===== src/hw/rtl/rfdm_pkg.sv =====
// Shared types, direction codes and the dominant-direction table for the
// raster flow direction mask block. No dependencies.
package rfdm_pkg;

    localparam int ELEV_BITS = 16;
    localparam int DIM_BITS  = 16;
    localparam int NUM_POS   = 9;
    localparam int CTR_POS   = 4;

    localparam int APB_DATA_BITS = 32;
    localparam int APB_ADDR_BITS = 3;

    localparam logic REG_ROWS = 1'b0;
    localparam logic REG_COLS = 1'b1;

    localparam logic [7:0] DIR_E  = 8'd1;
    localparam logic [7:0] DIR_SE = 8'd2;
    localparam logic [7:0] DIR_S  = 8'd4;
    localparam logic [7:0] DIR_SW = 8'd8;
    localparam logic [7:0] DIR_W  = 8'd16;
    localparam logic [7:0] DIR_NW = 8'd32;
    localparam logic [7:0] DIR_N  = 8'd64;
    localparam logic [7:0] DIR_NE = 8'd128;

    localparam logic [7:0] EDGE_TOP    = DIR_NW | DIR_N | DIR_NE;
    localparam logic [7:0] EDGE_BOTTOM = DIR_SE | DIR_S | DIR_SW;
    localparam logic [7:0] EDGE_LEFT   = DIR_SW | DIR_W | DIR_NW;
    localparam logic [7:0] EDGE_RIGHT  = DIR_NE | DIR_E | DIR_SE;

    // Direction code of each window position, centre has none.
    localparam logic [7:0] POS_CODE [NUM_POS] = '{
        DIR_NW, DIR_N, DIR_NE, DIR_W, 8'd0, DIR_E, DIR_SW, DIR_S, DIR_SE
    };

    typedef struct packed {
        logic [NUM_POS-1:0][ELEV_BITS-1:0] elev;
        logic [NUM_POS-1:0]                miss;
        logic [DIM_BITS-1:0]               row;
        logic [DIM_BITS-1:0]               col;
    } t_item;

    typedef struct packed {
        logic [7:0] flow_mask;
        logic       undefined_flag;
        logic [7:0] dominant_dir;
    } t_result;

    typedef struct packed {
        logic [DIM_BITS-1:0] last_row;
        logic [DIM_BITS-1:0] last_col;
    } t_bounds;

    function automatic logic [7:0] dominant(input logic [7:0] m);
        logic [7:0] d;
        d = m;
        case (m)
            DIR_E | DIR_SE,
            DIR_NE | DIR_E:                            d = DIR_E;
            DIR_SE | DIR_S,
            DIR_S | DIR_SW:                            d = DIR_S;
            DIR_SW | DIR_W,
            DIR_W | DIR_NW:                            d = DIR_W;
            DIR_NW | DIR_N,
            DIR_N | DIR_NE:                            d = DIR_N;
            DIR_E | DIR_SE | DIR_S:                    d = DIR_SE;
            DIR_SE | DIR_S | DIR_SW:                   d = DIR_S;
            DIR_S | DIR_SW | DIR_W:                    d = DIR_SW;
            DIR_SW | DIR_W | DIR_NW:                   d = DIR_W;
            DIR_W | DIR_NW | DIR_N:                    d = DIR_NW;
            DIR_NW | DIR_N | DIR_NE:                   d = DIR_N;
            DIR_N | DIR_NE | DIR_E:                    d = DIR_NE;
            DIR_NE | DIR_E | DIR_SE:                   d = DIR_E;
            DIR_NE | DIR_E | DIR_SE | DIR_S,
            DIR_N | DIR_NE | DIR_E | DIR_SE:           d = DIR_E;
            DIR_E | DIR_SE | DIR_S | DIR_SW,
            DIR_SE | DIR_S | DIR_SW | DIR_W:           d = DIR_S;
            DIR_SW | DIR_W | DIR_NW | DIR_N,
            DIR_S | DIR_SW | DIR_W | DIR_NW:           d = DIR_W;
            DIR_NW | DIR_N | DIR_NE | DIR_E,
            DIR_W | DIR_NW | DIR_N | DIR_NE:           d = DIR_N;
            DIR_N | DIR_NE | DIR_E | DIR_SE | DIR_S:   d = DIR_E;
            DIR_NE | DIR_E | DIR_SE | DIR_S | DIR_SW:  d = DIR_SE;
            DIR_E | DIR_SE | DIR_S | DIR_SW | DIR_W:   d = DIR_S;
            DIR_SE | DIR_S | DIR_SW | DIR_W | DIR_NW:  d = DIR_SW;
            DIR_S | DIR_SW | DIR_W | DIR_NW | DIR_N:   d = DIR_W;
            DIR_SW | DIR_W | DIR_NW | DIR_N | DIR_NE:  d = DIR_NW;
            DIR_W | DIR_NW | DIR_N | DIR_NE | DIR_E:   d = DIR_N;
            DIR_NW | DIR_N | DIR_NE | DIR_E | DIR_SE:  d = DIR_NE;
            default:                                   d = m;
        endcase
        return d;
    endfunction

endpackage


===== src/hw/rtl/rfdm_core.sv =====
// Flow mask logic for one registered window: neighbour compares, edge rules
// and dominant-direction lookup. Depends on rfdm_pkg.
module rfdm_core (
    input  rfdm_pkg::t_item   i_item,
    input  rfdm_pkg::t_bounds i_bounds,
    output rfdm_pkg::t_result o_result
);

    logic [7:0] w_lower;
    logic [7:0] w_mask;
    logic       w_undef;
    logic       w_row0;
    logic       w_rowl;
    logic       w_col0;
    logic       w_coll;
    logic       w_nodata;

    assign w_nodata = i_item.miss[rfdm_pkg::CTR_POS];
    assign w_row0   = (i_item.row == '0);
    assign w_rowl   = (i_item.row == i_bounds.last_row);
    assign w_col0   = (i_item.col == '0);
    assign w_coll   = (i_item.col == i_bounds.last_col);

    always_comb begin
        w_lower = '0;
        for (int i = 0; i < rfdm_pkg::NUM_POS; i++) begin
            if (i != rfdm_pkg::CTR_POS && !i_item.miss[i] &&
                ($signed(i_item.elev[i]) < $signed(i_item.elev[rfdm_pkg::CTR_POS]))) begin
                w_lower = w_lower | rfdm_pkg::POS_CODE[i];
            end
        end
        if (w_nodata) begin
            w_lower = '0;
        end
    end

    // Column rules override row rules.
    always_comb begin
        w_mask  = w_lower;
        w_undef = w_nodata;
        if (w_lower == '0) begin
            if (w_row0) begin
                w_mask  = rfdm_pkg::EDGE_TOP;
                w_undef = 1'b0;
            end
            if (w_rowl) begin
                w_mask  = rfdm_pkg::EDGE_BOTTOM;
                w_undef = 1'b0;
            end
            if (w_col0) begin
                if (w_row0) begin
                    w_mask = rfdm_pkg::DIR_NW;
                end else if (w_rowl) begin
                    w_mask = rfdm_pkg::DIR_SW;
                end else begin
                    w_mask = rfdm_pkg::EDGE_LEFT;
                end
                w_undef = 1'b0;
            end
            if (w_coll) begin
                if (w_row0) begin
                    w_mask = rfdm_pkg::DIR_NE;
                end else if (w_rowl) begin
                    w_mask = rfdm_pkg::DIR_SE;
                end else begin
                    w_mask = rfdm_pkg::EDGE_RIGHT;
                end
                w_undef = 1'b0;
            end
        end
    end

    always_comb begin
        if (w_undef) begin
            o_result.flow_mask      = '0;
            o_result.undefined_flag = 1'b1;
            o_result.dominant_dir   = '0;
        end else begin
            o_result.flow_mask      = w_mask;
            o_result.undefined_flag = 1'b0;
            o_result.dominant_dir   = rfdm_pkg::dominant(w_mask);
        end
    end

endmodule


===== src/hw/rtl/raster_flow_direction_mask.sv =====
// Top level of the raster flow direction mask block: input register, result
// register, handshakes and APB register file. Depends on rfdm_pkg, rfdm_core.
//
//   channel  | handshake              | beat
//   ---------+------------------------+--------------------------------------
//   input    | i_in_valid / o_in_ready | 3x3 window, missing mask, row, column
//   output   | o_out_valid / i_out_ready | flow mask, undefined flag, dominant
//   config   | APB psel/penable/pwrite | rows_in_use @0x0, cols_in_use @0x4
//
// One beat per cycle sustained while the output is not stalled; each beat passes the
// input register, then compare and edge logic into the result register.
// Synchronous active-low reset empties both stages and sets both sizes to 1.
// A stalled output holds its beat; the input stage keeps accepting while it is empty
// or the result register is free or being drained in the same cycle.
module raster_flow_direction_mask (
    input  logic                                 i_clk,
    input  logic                                 i_rst_n,
    input  logic                                 i_in_valid,
    output logic                                 o_in_ready,
    input  logic signed [rfdm_pkg::ELEV_BITS-1:0] i_elev_nw,
    input  logic signed [rfdm_pkg::ELEV_BITS-1:0] i_elev_n,
    input  logic signed [rfdm_pkg::ELEV_BITS-1:0] i_elev_ne,
    input  logic signed [rfdm_pkg::ELEV_BITS-1:0] i_elev_w,
    input  logic signed [rfdm_pkg::ELEV_BITS-1:0] i_elev_center,
    input  logic signed [rfdm_pkg::ELEV_BITS-1:0] i_elev_e,
    input  logic signed [rfdm_pkg::ELEV_BITS-1:0] i_elev_sw,
    input  logic signed [rfdm_pkg::ELEV_BITS-1:0] i_elev_s,
    input  logic signed [rfdm_pkg::ELEV_BITS-1:0] i_elev_se,
    input  logic [rfdm_pkg::NUM_POS-1:0]          i_missing_mask,
    input  logic [rfdm_pkg::DIM_BITS-1:0]         i_cell_row,
    input  logic [rfdm_pkg::DIM_BITS-1:0]         i_cell_col,
    output logic                                 o_out_valid,
    input  logic                                 i_out_ready,
    output logic [7:0]                           o_flow_mask,
    output logic                                 o_undefined_flag,
    output logic [7:0]                           o_dominant_dir,
    input  logic                                 psel,
    input  logic                                 penable,
    input  logic                                 pwrite,
    input  logic [rfdm_pkg::APB_ADDR_BITS-1:0]    paddr,
    input  logic [rfdm_pkg::APB_DATA_BITS-1:0]    pwdata,
    output logic [rfdm_pkg::APB_DATA_BITS-1:0]    prdata,
    output logic                                 pready
);

    rfdm_pkg::t_item     n_item;
    rfdm_pkg::t_item     r_item;
    rfdm_pkg::t_result   w_res;
    rfdm_pkg::t_result   r_res;
    rfdm_pkg::t_bounds   r_bounds;
    logic [rfdm_pkg::DIM_BITS-1:0] r_rows;
    logic [rfdm_pkg::DIM_BITS-1:0] r_cols;
    logic [rfdm_pkg::DIM_BITS-1:0] w_wdata;
    logic r_s1_valid;
    logic r_out_valid;
    logic w_s1_ready;
    logic w_out_free;
    logic w_cfg_wr;

    assign w_out_free = !r_out_valid || i_out_ready;
    assign w_s1_ready = !r_s1_valid || w_out_free;
    assign o_in_ready = w_s1_ready;
    assign pready     = 1'b1;
    assign w_cfg_wr   = psel && penable && pwrite && pready;
    assign w_wdata    = pwdata[rfdm_pkg::DIM_BITS-1:0];

    always_comb begin
        n_item.elev[0] = i_elev_nw;
        n_item.elev[1] = i_elev_n;
        n_item.elev[2] = i_elev_ne;
        n_item.elev[3] = i_elev_w;
        n_item.elev[4] = i_elev_center;
        n_item.elev[5] = i_elev_e;
        n_item.elev[6] = i_elev_sw;
        n_item.elev[7] = i_elev_s;
        n_item.elev[8] = i_elev_se;
        n_item.miss    = i_missing_mask;
        n_item.row     = i_cell_row;
        n_item.col     = i_cell_col;
    end

    always_ff @(posedge i_clk) begin
        if (!i_rst_n) begin
            r_s1_valid  <= 1'b0;
            r_out_valid <= 1'b0;
        end else begin
            if (w_s1_ready) begin
                r_s1_valid <= i_in_valid;
            end
            if (w_out_free) begin
                r_out_valid <= r_s1_valid;
            end
        end
    end

    always_ff @(posedge i_clk) begin
        if (i_in_valid && w_s1_ready) begin
            r_item <= n_item;
        end
        if (r_s1_valid && w_out_free) begin
            r_res <= w_res;
        end
    end

    // Keep last-index copies so the core sees plain equality compares.
    always_ff @(posedge i_clk) begin
        if (!i_rst_n) begin
            r_rows            <= rfdm_pkg::DIM_BITS'(1);
            r_cols            <= rfdm_pkg::DIM_BITS'(1);
            r_bounds.last_row <= '0;
            r_bounds.last_col <= '0;
        end else if (w_cfg_wr) begin
            case (paddr[2])
                rfdm_pkg::REG_ROWS: begin
                    r_rows            <= w_wdata;
                    r_bounds.last_row <= w_wdata - rfdm_pkg::DIM_BITS'(1);
                end
                rfdm_pkg::REG_COLS: begin
                    r_cols            <= w_wdata;
                    r_bounds.last_col <= w_wdata - rfdm_pkg::DIM_BITS'(1);
                end
                default: begin
                    r_rows <= r_rows;
                end
            endcase
        end
    end

    always_comb begin
        case (paddr[2])
            rfdm_pkg::REG_ROWS: prdata = rfdm_pkg::APB_DATA_BITS'(r_rows);
            rfdm_pkg::REG_COLS: prdata = rfdm_pkg::APB_DATA_BITS'(r_cols);
            default:            prdata = '0;
        endcase
    end

    rfdm_core u_core (
        .i_item   (r_item),
        .i_bounds (r_bounds),
        .o_result (w_res)
    );

    assign o_out_valid      = r_out_valid;
    assign o_flow_mask      = r_res.flow_mask;
    assign o_undefined_flag = r_res.undefined_flag;
    assign o_dominant_dir   = r_res.dominant_dir;

    a_undef_clears: assert property (@(posedge i_clk) disable iff (!i_rst_n)
        o_out_valid && o_undefined_flag |-> o_flow_mask == '0 && o_dominant_dir == '0)
        else $error("undefined result with nonzero mask");

    a_dom_nonzero: assert property (@(posedge i_clk) disable iff (!i_rst_n)
        o_out_valid && o_flow_mask != '0 |-> o_dominant_dir != '0)
        else $error("dominant direction lost for nonzero mask");

    a_s1_load: assert property (@(posedge i_clk) disable iff (!i_rst_n)
        i_in_valid && o_in_ready |=> r_s1_valid)
        else $error("accepted beat not held in input stage");

    a_s1_to_out: assert property (@(posedge i_clk) disable iff (!i_rst_n)
        r_s1_valid && w_out_free |=> r_out_valid)
        else $error("input stage beat not moved to result register");

endmodule

===== config.mk =====
export PLATFORM = sky130hd
export DESIGN_NAME = raster_flow_direction_mask
export DESIGN_NICKNAME = d
export VERILOG_FILES = /design/src/hw/rtl/rfdm_pkg.sv /design/src/hw/rtl/rfdm_core.sv /design/src/hw/rtl/raster_flow_direction_mask.sv
export SDC_FILE = /design/constraint.sdc
export NUM_CORES = 1
export LEC_CHECK = 0
export ABC_AREA = 0
export BUFFER_PORTS_ARGS = -buffer_cell sky130_fd_sc_hd__clkbuf_2
export CAP_MARGIN = 10
export CORE_MARGIN = 2
export CORE_UTILIZATION = 55
export DETAILED_ROUTE_END_ITERATION = 12
export GPL_ROUTABILITY_DRIVEN = 0
export PLACE_DENSITY = 0.8
export SLEW_MARGIN = 15
export SYNTH_ARGS = -nofsm -noshare
export SYNTH_HDL_FRONTEND = slang
export SYNTH_SLANG_ARGS = --single-unit

===== constraint.sdc =====
create_clock -name i_clk -period 7.4 [get_ports i_clk]
set_input_delay 1.48 -clock i_clk [delete_from_list [all_inputs] [get_ports i_clk]]
set_output_delay 1.48 -clock i_clk [all_outputs]
set_load 0.02 [all_outputs]

==> results.py <==
metrics = {
    "outcome": {
        "status": "finished clean",
    },
    "floorplan": {
        "num_io_pins": 279,
        "die_area_um2": 24800,
        "die_w_um": 158,
        "core_um2": 23300,
        "rows": 56,
        "die_h_um": 158,
        "initial_utilization": 0.556,
    },
    "clocking": {
        "cts.sinks": 268,
        "post_cts_buffers": 0,
        "cts_buffer_depth": 3,
        "cts_resized": 0,
        "ctsHtreeMaxLevel": 1,
        "postCtsHoldBufs": 0,
        "worstSkewPairLatency_ps": 540,
        "cts.root.buffer_cell": "clkbuf_16",
        "cts_inserted_buffers": 29,
        "clkTransAtPathRegs_ps": 60,
        "cts_tree": "done",
    },
    "sta": {
        "fin_crit_ps": 5010,
        "slew_headroom": 0.289,
        "rsz0062_at_grt": "false",
        "hold_viol_final": 0,
        "skew_ps": 10.0,
        "post-route-period-util": 0.676,
        "max_freq_ghz": 0.200,
        "drv_slew": 0,
        "tns_ps": 0,
        "setup_violations": 0,
        "whs_ps": 462,
        "worstMarginPinSlew_ps": 1040,
    },
    "worst_setup_path": {
        "cp_data_arrival_time_ps": 5340,
        "crit_type": "register to register",
        "critical_path.max_fanout": 10,
        "crit_path_top_delay_cell": "a2111oi_0",
        "worstPathRequired_ps": 7740,
        "path_cells": "inv_1, ha_1, o211ai_1, nor2_1, nand3_1, a2111oi_0, or2_1, nor2_1, a41oi_1, inv_1, and4_1, a2bb2oi_1, nand4_1, a311oi_1",
        "end_kind": "register",
        "worstSetupStartpointType": "register",
        "max_stage_delay_ps": 950,
    },
    "layout": {
        "multiInputGateArea_um2": 5300,
        "finalNetCount": 1636,
        "area_delta_synth_final_pct": 18.8,
        "fill_cells": 1749,
        "drive_gt1_frac": 0.252,
        "regArea_um2": 7390,
        "finalNonFillerCells": 1637,
    },
    "pwr": {
        "swShare": 0.241,
        "p_comb_frac": 0.109,
        "intPower_mw": 2.65,
        "ir_drop_v": 0.000176,
        "power_frac_clock": 0.393,
        "finalPower_mw": 3.49,
        "p_switching_mw": 0.841,
        "powerDensity_nw_per_um2": 227,
        "p_seq_frac": 0.498,
        "p_leak_nw": 6.67,
    },
    "synth": {
        "synthFlopType": "edfxtp_1",
        "synth_compound_area_frac": 0.116,
        "synth-simple-area-share": 0.116,
        "synthTopCellsByArea": "edfxtp_1, ha_1, dfxtp_1, nand2_1, o211a_1",
        "async_flop_share": 0,
        "synth_fa_ha_area_frac": 0.118,
        "synth_edf_count": 202,
        "yosysTopAreaCell": "edfxtp_1",
        "ys_ff_latch": 268,
        "synthMuxAreaShare": 0.0202,
        "yosysTopAreaCellShare": 0.468,
        "yosysMostFrequentCell": "edfxtp_1",
        "synth_cell_types": 73,
        "synth_top_family_by_area": "adder cells",
        "yosysSeqAreaShare": 0.570,
        "yosysWarningCount": 0,
        "synth-xor-area-share": 0.0331,
        "synth_common_cells": "edfxtp_1, ha_1, nand2_1",
        "synth_cells": 1034,
        "avgSynthCellArea_um2": 12.5,
        "synth_area_um2": 13000,
    },
    "route": {
        "viasPerCell": 5.73,
        "drcViolationCount": 0,
        "final_antenna_net_count": 0,
        "drt-initial-drc-count": 634,
        "wl_per_cell_um": 19.4,
        "vias": 9374,
        "drt-total-wl_um": 31800,
        "first_pass_iters": 5,
    },
    "global_route": {
        "gr-total-overflow": 0,
        "grt_first_pass_wirelength_um": 47900,
        "grt.total_usage": 0.253,
        "antenna_found_initial": 13,
        "grt_pass1_vias": 9309,
        "grt_max_degree": 107,
    },
    "min_path": {
        "hp-class": "register to register",
    },
    "job": {
        "cap_violations": 0,
    },
    "placed_design": {
        "place_inst": 1576,
        "hpwl_um": 23400,
        "port_buffers": 243,
    },
}
[flip-flops by register name (all words and copies together), names as in the netlist]
register,cells
o_undefined_flag,1
r_s1_valid,1
r_item,185
r_cols,16
o_flow_mask,8
r_rows,16
o_out_valid,1
o_dominant_dir,8
r_bounds,32
[placed cells by master (no fill, tap or decap), types with 25 or more instances in the layout]
master,n
clkbuf_2,243
edfxtp_1,202
ha_1,121
nand2_1,120
dfxtp_1,66
a21oi_1,44
nor2_1,35
inv_1,31
o211a_1,31
a21boi_0,30
xnor2_1,29
clkbuf_16,29
nand4_1,25
[per-layer routing]
layer	routed length [µm]	vias up	track usage
li1	-	4423	-
met1	12000	4456	0.294
met2	15600	404	0.439
met3	2940	83	0.0727
met4	1220	8	0.105
met5	52	-	0
[final timing paths]
kind / start / end / slack [ps] / cells after the start
max reg2reg: r_item[108] / o_dominant_dir[7] / 2390 / 14
max: r_item[108] / o_dominant_dir[7] / 2390 / 14
min reg2reg: r_cols[7] / r_cols[7] / 460 / 2
min: r_cols[7] / r_cols[7] / 460 / 2
[critical path: cells and delay by family (launching register included)]
family / cells / cell delay, ps
AOI/OAI and AO/OA: 5 / 2180
buffers and inverters: 2 / 540
and+or+nand+nor: 6 / 1460
adders and majority gates: 1 / 260
DFF: 1 / 350
[stage by stage]
step	area, µm²	worst slack (ps)	utilization
2_1_floorplan	13000	835	-
3_3_place_gp	14500	2690	0.620
3_5_place_dp	14500	2590	0.620
4_1_cts	15400	2550	0.659
5_1_grt	15400	2220	0.659
6_report	15400	2390	0.660
[layout make-up]
type                    count  area share
multi-input cells         709       0.344
diodes                     10     0.00163
clock buffers              34      0.0490
inverters                  32     0.00780
clock inverters            17     0.00926
flip-flops and latches    268       0.480
well taps                 319      0.0259
repair buffers            248      0.0822
[power groups by stage]
| stage | sequential (mW) | clock (mW) | combinational [mW] |
|---|---|---|---|
| floorplan | 1.77 | 0 | 0.232 |
| global placement | 1.76 | 0 | 0.363 |
| detailed placement | 1.77 | 0 | 0.376 |
| CTS | 1.74 | 1.40 | 0.380 |
| global route | 1.74 | 1.45 | 0.424 |
| finish | 1.74 | 1.37 | 0.381 |
[kinds of logic (layout without fill, tap and decap cells)]
group / count (synthesis) / in the layout
fa+ha+maj: 123 / 123
mux: 23 / 23
compound gates: 204 / 204
flops: 268 / 268
xor+xnor: 49 / 49
other cells: 2 / 27
simple gates: 293 / 293
buf+inv: 72 / 331
Note: power is estimated with default switching activity, not from simulation.
